==> src/hdl/tssc_pkg.sv <==
package tssc_pkg;

    localparam int unsigned SEQ_W = 48;
    localparam int unsigned ABS_W = 32;
    localparam int unsigned PAY_W = 16;
    localparam int unsigned CNT_W = 32;
    localparam int unsigned SUM_W = 48;

    // SYN re-base window on the absolute sequence number
    localparam logic [ABS_W-1:0] SYN_MOVE_LIMIT = 32'd10;

    typedef enum logic [2:0] {
        CLS_ACK     = 3'd0,
        CLS_NEW     = 3'd1,
        CLS_BUNDLE  = 3'd2,
        CLS_RETRANS = 3'd3,
        CLS_IGNORED = 3'd4
    } t_seg_class;

    typedef struct packed {
        logic [SEQ_W-1:0] seg_start;
        logic [SEQ_W-1:0] seg_end;
        logic [ABS_W-1:0] seg_start_absolute;
        logic [PAY_W-1:0] payload_bytes;
        logic             syn_flag;
    } t_seg;

    typedef struct packed {
        logic             accepted;
        t_seg_class       seg_class;
        logic [SEQ_W-1:0] bundle_old_end;
        logic [CNT_W-1:0] packets_seen;
        logic [CNT_W-1:0] data_packets;
        logic [CNT_W-1:0] retrans_packets;
        logic [CNT_W-1:0] bundle_packets;
        logic [CNT_W-1:0] ignored_packets;
        logic [SUM_W-1:0] bytes_total;
        logic [SUM_W-1:0] bytes_new;
        logic [SUM_W-1:0] bytes_redundant;
        logic [SUM_W-1:0] bytes_retrans;
    } t_result;

    // saturating counter increment
    function automatic logic [CNT_W-1:0] sat_inc(input logic [CNT_W-1:0] c);
        return (c == '1) ? c : c + CNT_W'(1);
    endfunction

    // saturating 48-bit accumulate
    function automatic logic [SUM_W-1:0] sat_add(input logic [SUM_W-1:0] s,
                                                input logic [SUM_W-1:0] a);
        logic [SUM_W:0] sum;
        sum = {1'b0, s} + {1'b0, a};
        return sum[SUM_W] ? '1 : sum[SUM_W-1:0];
    endfunction

endpackage

==> src/hdl/tssc_in_reg.sv <==
module tssc_in_reg (
    input  logic          i_clk,
    input  logic          i_rst_n,
    input  logic          i_valid,
    input  tssc_pkg::t_seg i_seg,
    input  logic          i_advance,
    output logic          o_stall,
    output logic          o_valid,
    output tssc_pkg::t_seg o_seg
);
    import tssc_pkg::*;

    logic r_valid;
    t_seg r_seg;
    logic n_load;

    // stage empties when its transaction moves on
    assign n_load  = !r_valid || i_advance;
    assign o_stall = !n_load;

    always_ff @(posedge i_clk) begin
        if (!i_rst_n) begin
            r_valid <= 1'b0;
        end else if (n_load) begin
            r_valid <= i_valid;
        end
    end

    always_ff @(posedge i_clk) begin
        if (n_load && i_valid) begin
            r_seg <= i_seg;
        end
    end

    assign o_valid = r_valid;
    assign o_seg   = r_seg;

endmodule

==> src/hdl/tssc_classify.sv <==
module tssc_classify (
    input  logic                       i_clk,
    input  logic                       i_rst_n,
    input  logic                       i_fire,
    input  tssc_pkg::t_seg             i_seg,
    input  logic                       i_cfg_wr_en,
    input  logic [tssc_pkg::ABS_W-1:0] i_cfg_wr_data,
    output tssc_pkg::t_result          o_res
);
    import tssc_pkg::*;

    // stream state
    logic [SEQ_W-1:0] r_largest_end, r_last_start;
    logic [ABS_W-1:0] r_first_abs_seq;
    logic             r_closed;
    logic [CNT_W-1:0] r_cnt_packets, r_cnt_data, r_cnt_retrans, r_cnt_bundle;
    logic [CNT_W-1:0] r_cnt_ignored;
    logic [SUM_W-1:0] r_sum_bytes, r_sum_new, r_sum_redundant, r_sum_retrans;

    logic [SEQ_W-1:0] n_largest_end, n_last_start;
    logic [ABS_W-1:0] n_first_abs_seq;
    logic             n_closed;
    logic [CNT_W-1:0] n_cnt_packets, n_cnt_data, n_cnt_retrans, n_cnt_bundle;
    logic [CNT_W-1:0] n_cnt_ignored;
    logic [SUM_W-1:0] n_sum_bytes, n_sum_new, n_sum_redundant, n_sum_retrans;

    logic             jump, ignore, syn_jump, far, rebase, has_pay, is_new, is_bundle;
    logic [ABS_W-1:0] abs_dist;
    logic [SEQ_W-1:0] start_e, end_e, red_bytes;
    logic [SUM_W-1:0] pay_ext;
    t_seg_class       cls;
    logic [SEQ_W-1:0] old_end;

    // jump detection and SYN handling
    always_comb begin
        jump = (i_seg.seg_end > r_largest_end)
            && ({1'b0, i_seg.seg_start} != ({1'b0, r_largest_end} + (SEQ_W+1)'(1)));
        ignore   = jump && r_closed;
        syn_jump = jump && !r_closed && i_seg.syn_flag;
        abs_dist = (i_seg.seg_start_absolute >= r_first_abs_seq)
                 ? i_seg.seg_start_absolute - r_first_abs_seq
                 : r_first_abs_seq - i_seg.seg_start_absolute;
        far      = abs_dist > SYN_MOVE_LIMIT;
        rebase   = syn_jump && !far;
        start_e  = rebase ? '0 : i_seg.seg_start;
        end_e    = rebase ? '0 : i_seg.seg_end;
    end

    // classification
    always_comb begin
        has_pay   = i_seg.payload_bytes != '0;
        pay_ext   = {{(SUM_W-PAY_W){1'b0}}, i_seg.payload_bytes};
        is_new    = end_e > r_largest_end;
        is_bundle = ((start_e == r_last_start) && ((r_last_start | r_largest_end) != '0))
                 || (start_e < r_largest_end);
        red_bytes = (start_e < r_largest_end) ? r_largest_end - start_e : '0;
    end

    // next state and result
    always_comb begin
        n_largest_end   = r_largest_end;
        n_last_start    = r_last_start;
        n_first_abs_seq = rebase ? i_seg.seg_start_absolute : r_first_abs_seq;
        n_closed        = r_closed || (syn_jump && far);
        n_cnt_packets   = sat_inc(r_cnt_packets);
        n_cnt_data      = r_cnt_data;
        n_cnt_retrans   = r_cnt_retrans;
        n_cnt_bundle    = r_cnt_bundle;
        n_cnt_ignored   = r_cnt_ignored;
        n_sum_bytes     = r_sum_bytes;
        n_sum_new       = r_sum_new;
        n_sum_redundant = r_sum_redundant;
        n_sum_retrans   = r_sum_retrans;
        old_end         = '0;
        cls             = CLS_ACK;

        if (ignore) begin
            n_cnt_ignored = sat_inc(r_cnt_ignored);
            cls           = CLS_IGNORED;
        end else if (has_pay) begin
            if (is_new) begin
                if (is_bundle) begin
                    n_cnt_bundle    = sat_inc(r_cnt_bundle);
                    n_sum_redundant = sat_add(r_sum_redundant, red_bytes);
                    n_sum_new       = sat_add(r_sum_new, end_e - r_largest_end);
                    old_end         = r_largest_end;
                    cls             = CLS_BUNDLE;
                end else begin
                    n_sum_new = sat_add(r_sum_new, pay_ext);
                    cls       = CLS_NEW;
                end
                n_largest_end = end_e;
            end else begin
                n_cnt_retrans = sat_inc(r_cnt_retrans);
                n_sum_retrans = sat_add(r_sum_retrans, pay_ext);
                cls           = CLS_RETRANS;
            end
            n_cnt_data   = sat_inc(r_cnt_data);
            n_last_start = start_e;
            n_sum_bytes  = sat_add(r_sum_bytes, pay_ext);
        end
    end

    always_comb begin
        o_res.accepted        = !ignore;
        o_res.seg_class       = cls;
        o_res.bundle_old_end  = old_end;
        o_res.packets_seen    = n_cnt_packets;
        o_res.data_packets    = n_cnt_data;
        o_res.retrans_packets = n_cnt_retrans;
        o_res.bundle_packets  = n_cnt_bundle;
        o_res.ignored_packets = n_cnt_ignored;
        o_res.bytes_total     = n_sum_bytes;
        o_res.bytes_new       = n_sum_new;
        o_res.bytes_redundant = n_sum_redundant;
        o_res.bytes_retrans   = n_sum_retrans;
    end

    // state update on each transaction; config loads the first sequence
    always_ff @(posedge i_clk) begin
        if (!i_rst_n) begin
            r_largest_end   <= '0;
            r_last_start    <= '0;
            r_first_abs_seq <= '0;
            r_closed        <= 1'b0;
            r_cnt_packets   <= '0;
            r_cnt_data      <= '0;
            r_cnt_retrans   <= '0;
            r_cnt_bundle    <= '0;
            r_cnt_ignored   <= '0;
            r_sum_bytes     <= '0;
            r_sum_new       <= '0;
            r_sum_redundant <= '0;
            r_sum_retrans   <= '0;
        end else if (i_cfg_wr_en) begin
            r_first_abs_seq <= i_cfg_wr_data;
        end else if (i_fire) begin
            r_largest_end   <= n_largest_end;
            r_last_start    <= n_last_start;
            r_first_abs_seq <= n_first_abs_seq;
            r_closed        <= n_closed;
            r_cnt_packets   <= n_cnt_packets;
            r_cnt_data      <= n_cnt_data;
            r_cnt_retrans   <= n_cnt_retrans;
            r_cnt_bundle    <= n_cnt_bundle;
            r_cnt_ignored   <= n_cnt_ignored;
            r_sum_bytes     <= n_sum_bytes;
            r_sum_new       <= n_sum_new;
            r_sum_redundant <= n_sum_redundant;
            r_sum_retrans   <= n_sum_retrans;
        end
    end

endmodule

==> src/hdl/tssc_out_reg.sv <==
module tssc_out_reg (
    input  logic              i_clk,
    input  logic              i_rst_n,
    input  logic              i_fire,
    input  tssc_pkg::t_result i_res,
    input  logic              i_stall,
    output logic              o_advance,
    output logic              o_valid,
    output tssc_pkg::t_result o_res
);
    import tssc_pkg::*;

    logic    r_valid;
    t_result r_res;

    // result slot is free when empty or being taken this cycle
    assign o_advance = !r_valid || !i_stall;

    always_ff @(posedge i_clk) begin
        if (!i_rst_n) begin
            r_valid <= 1'b0;
        end else if (o_advance) begin
            r_valid <= i_fire;
        end
    end

    always_ff @(posedge i_clk) begin
        if (i_fire) begin
            r_res <= i_res;
        end
    end

    assign o_valid = r_valid;
    assign o_res   = r_res;

endmodule

==> src/hdl/tcp_sent_segment_classifier.sv <==
// Accepted segments pass the input register, then the result register, to the outputs.
// Throughput: one segment per cycle while the output is not stalled; the stream state
// updates in a single pass between the input register and the result register.
// Input stall rises only while both registers hold and the output is stalled.
// Reset (synchronous, active low) clears both stages, the stream state and all
// counters and sums; first_abs_seq returns to 0 until written or re-based by a SYN.
module tcp_sent_segment_classifier (
    input  logic                       i_clk,
    input  logic                       i_rst_n,
    // config
    input  logic                       i_cfg_wr_en,
    input  logic [tssc_pkg::ABS_W-1:0] i_cfg_wr_data,
    // segment in
    input  logic                       i_valid,
    output logic                       o_stall,
    input  logic [tssc_pkg::SEQ_W-1:0] i_seg_start,
    input  logic [tssc_pkg::SEQ_W-1:0] i_seg_end,
    input  logic [tssc_pkg::ABS_W-1:0] i_seg_start_absolute,
    input  logic [tssc_pkg::PAY_W-1:0] i_payload_bytes,
    input  logic                       i_syn_flag,
    // result out
    output logic                       o_valid,
    input  logic                       i_stall,
    output logic                       o_accepted,
    output logic [2:0]                 o_seg_class,
    output logic [tssc_pkg::SEQ_W-1:0] o_bundle_old_end,
    output logic [tssc_pkg::CNT_W-1:0] o_packets_seen,
    output logic [tssc_pkg::CNT_W-1:0] o_data_packets,
    output logic [tssc_pkg::CNT_W-1:0] o_retrans_packets,
    output logic [tssc_pkg::CNT_W-1:0] o_bundle_packets,
    output logic [tssc_pkg::CNT_W-1:0] o_ignored_packets,
    output logic [tssc_pkg::SUM_W-1:0] o_bytes_total,
    output logic [tssc_pkg::SUM_W-1:0] o_bytes_new,
    output logic [tssc_pkg::SUM_W-1:0] o_bytes_redundant,
    output logic [tssc_pkg::SUM_W-1:0] o_bytes_retrans
);
    import tssc_pkg::*;

    t_seg    w_seg_in, w_seg_s1;
    t_result w_res_next, w_res_out;
    logic    w_s1_valid, w_advance, w_fire;

    assign w_seg_in.seg_start          = i_seg_start;
    assign w_seg_in.seg_end            = i_seg_end;
    assign w_seg_in.seg_start_absolute = i_seg_start_absolute;
    assign w_seg_in.payload_bytes      = i_payload_bytes;
    assign w_seg_in.syn_flag           = i_syn_flag;

    // stage 1 transaction moves to the result register
    assign w_fire = w_s1_valid && w_advance;

    tssc_in_reg u_in_reg (
        .i_clk     (i_clk),
        .i_rst_n   (i_rst_n),
        .i_valid   (i_valid),
        .i_seg     (w_seg_in),
        .i_advance (w_advance),
        .o_stall   (o_stall),
        .o_valid   (w_s1_valid),
        .o_seg     (w_seg_s1)
    );

    tssc_classify u_classify (
        .i_clk         (i_clk),
        .i_rst_n       (i_rst_n),
        .i_fire        (w_fire),
        .i_seg         (w_seg_s1),
        .i_cfg_wr_en   (i_cfg_wr_en),
        .i_cfg_wr_data (i_cfg_wr_data),
        .o_res         (w_res_next)
    );

    tssc_out_reg u_out_reg (
        .i_clk     (i_clk),
        .i_rst_n   (i_rst_n),
        .i_fire    (w_fire),
        .i_res     (w_res_next),
        .i_stall   (i_stall),
        .o_advance (w_advance),
        .o_valid   (o_valid),
        .o_res     (w_res_out)
    );

    assign o_accepted        = w_res_out.accepted;
    assign o_seg_class       = w_res_out.seg_class;
    assign o_bundle_old_end  = w_res_out.bundle_old_end;
    assign o_packets_seen    = w_res_out.packets_seen;
    assign o_data_packets    = w_res_out.data_packets;
    assign o_retrans_packets = w_res_out.retrans_packets;
    assign o_bundle_packets  = w_res_out.bundle_packets;
    assign o_ignored_packets = w_res_out.ignored_packets;
    assign o_bytes_total     = w_res_out.bytes_total;
    assign o_bytes_new       = w_res_out.bytes_new;
    assign o_bytes_redundant = w_res_out.bytes_redundant;
    assign o_bytes_retrans   = w_res_out.bytes_retrans;

    // a transaction leaving stage 1 always lands in the result register
    a_fire_lands: assert property (@(posedge i_clk) disable iff (!i_rst_n)
        w_fire |=> o_valid)
        else $error("stage 1 transaction lost");

    // consecutive results count exactly one more packet unless saturated
    a_pkt_step: assert property (@(posedge i_clk) disable iff (!i_rst_n)
        (o_valid && !i_stall) ##1 o_valid |->
            (o_packets_seen == $past(o_packets_seen) + CNT_W'(1))
            || ($past(o_packets_seen) == '1))
        else $error("packet count skipped or repeated");

    // ignored class and accepted flag agree
    a_ignore_flag: assert property (@(posedge i_clk) disable iff (!i_rst_n)
        o_valid |-> (o_accepted == (o_seg_class != CLS_IGNORED)))
        else $error("accepted flag does not match class");

    // old end is reported for bundles only
    a_old_end: assert property (@(posedge i_clk) disable iff (!i_rst_n)
        (o_valid && (o_seg_class != CLS_BUNDLE)) |-> (o_bundle_old_end == '0))
        else $error("old end set on non-bundle result");

endmodule

==> config.mk <==
export PLATFORM = sky130hd
export DESIGN_NAME = tcp_sent_segment_classifier
export DESIGN_NICKNAME = d
export VERILOG_FILES = /design/src/hdl/tssc_pkg.sv /design/src/hdl/tssc_in_reg.sv /design/src/hdl/tssc_classify.sv /design/src/hdl/tssc_out_reg.sv /design/src/hdl/tcp_sent_segment_classifier.sv
export SDC_FILE = /design/constraint.sdc
export NUM_CORES = 2
export LEC_CHECK = 0
export ABC_AREA = 1
export BUFFER_PORTS_ARGS = -buffer_cell sky130_fd_sc_hd__buf_2
export CAP_MARGIN = 0
export CORE_UTILIZATION = 30
export CTS_BUF_LIST = sky130_fd_sc_hd__clkbuf_8
export CTS_CLUSTER_SIZE = 25
export DETAILED_ROUTE_END_ITERATION = 10
export HOLD_SLACK_MARGIN = 0.06
export PLACE_DENSITY_LB_ADDON = 0.12
export REMOVE_ABC_BUFFERS = 1
export SYNTH_ARGS = -nofsm -noshare
export SYNTH_HDL_FRONTEND = slang
export SYNTH_SLANG_ARGS = --single-unit
==> constraint.sdc <==
create_clock -name i_clk -period 31.9 [get_ports i_clk]
set_clock_uncertainty 0.15 [all_clocks]
set_input_delay 6.38 -clock i_clk [delete_from_list [all_inputs] [get_ports i_clk]]
set_output_delay 6.38 -clock i_clk [all_outputs]
set_load 0.02 [all_outputs]
==> qor.txt <==
largest cells by area after synthesis: edfxtp_1, dfxtp_1, nand2_1
HPWL after DPL: 191 mm
final worst path period share: 0.421
RSZ-0062 raised after global routing: false
GR Util met2: 0.348
Layout area overhead: 15.4%
Compound-Gate Fraction of Synth Area: 0.145
Hold-fix buffers, CTS: 0
Syn Inst Count: 9002
most common cell in the netlist: nand2_1
IO Port Bufs: 587
root buffer selected by CTS: clkbuf_8
final instance area: 76100 um^2
GR peak layer: met2
Num CTS Buffers: 198
GR Util All Layers: 0.218
clk_lat worst skew: 1.02 ns
Worst Hold Class: flop to flop
area share of fa/ha/maj cells after synthesis: 0.0707
first-pass iteration count of the detailed router: 6
die area: 222000 um^2
FILL cells: 23.4k
max cap viols: 0
synth warn: 0
clk buf depth: 3
routed vias: 62.1k
f_max: 74.4 MHz
post-CTS sizing: 0
outcome: completed
CP Data Arrival Time: 14.15 ns
pwr dens: 48.9 nW/um^2
min Tclk post-route: 13.44 ns
core area: 218000 um^2
FF-to-FF setup slack: 18.46 ns
crit path capture type: flop
final total power: 0.00372 W
gpl congestion: 0.929
Async S/R FF share, synth: 0
setup TNS: 0 ns
DRC violations left: 0
Final #Nets: 10.1k
clk slew on worst S/H paths: 0.06 ns
flops & latches, synth: 1032
I/O pins: 588
TritonCTS clock tree: yes
Final Hold Fails: 0
CTS Sinks: 1032
Die X: 471 um
Final setup viols: 0
Mapped Area: 65900 um^2
most frequent cells after synthesis: nand2_1, inv_1, a21oi_1
Slowest cell on crit path: buf_4
crit-path max FO: 73
first-pass GRT wire length: 368 mm
initial antenna violation count: 29
setup fix buffers added after clock tree synthesis: 0
fraction of layout cells with a size suffix above 1: 0.104
H-Tree Level Count: 4
Startpoint Class: flop
# rows: 171
Critical Path RT: 32.61 ns
top_reg_cell synth: edfxtp_1
cell taking the most area after synthesis: edfxtp_1
Hold WS: 0.329 ns
via/cell ratio: 4.92
simple-gate area share of the yosys netlist: 0.241
vias in the first global route: 58.8k
Synth Area in XOR/XNOR: 0.0461
met3 Track Usage GR: 0.0357
initial core utilization: 0.303
most used cell, CP: nand2_1
number of flops mapped to enable cells by yosys: 549
grt total ovfl: 0
Slew Viols, Final: 0
Placement Cell Area: 71800 um^2
Distinct cells, synth: 56
headroom to the max-slew limit: 0.296
main combinational cell family by area after synthesis: simple AND/OR/NAND/NOR gates
sequential area share after synthesis: 0.397
number of routed nets with antenna violations: 0
Die Height: 471 um
max incr delay on CP: 0.68 ns
top-area cell type share of the netlist area: 0.250
final wirelength: 250 mm
Synth Area per Inst: 7.32 um^2
routed len/inst: 19.8 um
Least-Margin Pin Slew: 1.06 ns
Lkg Pwr: 35.2 nW
worst vdd ir: 0.0000443 V
largest net degree at the start of global routing: 186
post-synthesis mux area share: 0
CP Class: flop to flop
met1 usage: 0.303
starting DRC count in detailed routing: 4488
## report_power, final
group	internal (W)	switching, W	total, W
logic	0.000232	0.000505	0.000738
clock network	0.000777	0.000659	0.00144
registers	0.00148	0.0000652	0.00155
## cell families (layout without fill, tap and decap cells)
| family | Yosys count | after routing |
|---|---|---|
| XOR/XNOR | 347 | 347 |
| adder cells (fa/ha/maj) | 367 | 367 |
| AO/OA/AOI/OAI | 1765 | 1765 |
| buffers and inverters | 1729 | 2466 |
| flip-flops | 1032 | 1032 |
| AND/OR/NAND/NOR | 3762 | 3762 |
| other | 0 | 8 |
## state kept, by name, indices dropped and copies added (netlist names), 48 cells and up
| signal | cells |
|---|---|
| u_out_reg.o_res | 404 |
| u_classify.r_sum_bytes | 48 |
| u_classify.r_sum_redundant | 48 |
| u_classify.r_last_start | 48 |
| u_classify.r_sum_new | 48 |
| u_classify.r_largest_end | 48 |
| u_classify.r_sum_retrans | 48 |
| u_in_reg.o_seg | 145 |
## path summary, 6_finish.rpt
| kind | start | to | cells after the start |
|---|---|---|---|
| max | u_in_reg.o_seg[33]$_DFFE_PP_ | u_classify.r_sum_redundant[42]$_SDFFE_PN0P_ | 59 |
| min | u_classify.r_first_abs_seq[31]$_SDFFE_PN0P_ | u_classify.r_first_abs_seq[31]$_SDFFE_PN0P_ | 2 |
| max reg2reg | u_in_reg.o_seg[33]$_DFFE_PP_ | u_classify.r_sum_redundant[42]$_SDFFE_PN0P_ | 59 |
| min reg2reg | u_classify.r_first_abs_seq[31]$_SDFFE_PN0P_ | u_classify.r_first_abs_seq[31]$_SDFFE_PN0P_ | 2 |
## layout by cell type (no fill, tap or decap), types with 23 or more instances in the layout
master    instances
nand3b_1         25
clkbuf_8        213
xor2_1          249
nor2_1          728
nand3_1         506
edfxtp_1        549
nand4_1         177
inv_1          1490
ha_1            358
o21a_1           53
a31oi_1          59
o21bai_1         57
buf_2           586
xnor2_1          98
nor3_1          167
o21ai_0         617
o21ai_1          55
or2_2            36
a21oi_1         793
clkinv_2         33
clkinv_1         36
buf_4            51
nand2_1        2007
a21o_1           23
nor4_1           76
dfxtp_1         483
## per-stage QoR
stage                     cells  setup WS, ns  utilization
after CTS                 12600         18.52        0.349
after global placement    12200         18.56        0.330
after floorplan            8722        -13.81            -
final                     12600         18.46        0.349
after detailed placement  12200         18.52        0.330
after global routing      12600         17.19        0.349
## layer usage
| layer | routed length [um] | share of wire |
|---|---|---|
| met5 | 0 | 0 |
| met4 | 5710 | 0.023 |
| met3 | 15000 | 0.060 |
| met2 | 112000 | 0.45 |
| met1 | 118000 | 0.47 |
## critical path, delay by kind of cell (launching register included)
family | cells | cell delay [ns]
AOI/OAI and AO/OA | 19 | 4.42
and+or+nand+nor | 26 | 3.82
buffers and inverters | 10 | 2.76
adders and majority gates | 4 | 1.59
DFF | 1 | 0.41
## area by class of cell
type                    instances  area, um^2  share of cell area
well taps                    2854        3570              0.0469
clock inverters               164        1330              0.0175
multi-input cells            6241       33200               0.437
flip-flops and latches       1032       26200               0.344
inverters                    1449        5460              0.0718
clock buffers                 213        2930              0.0385
diodes                          8        20.0            0.000263
repair buffers                640        3370              0.0443
(Power assumes the default switching activity.)
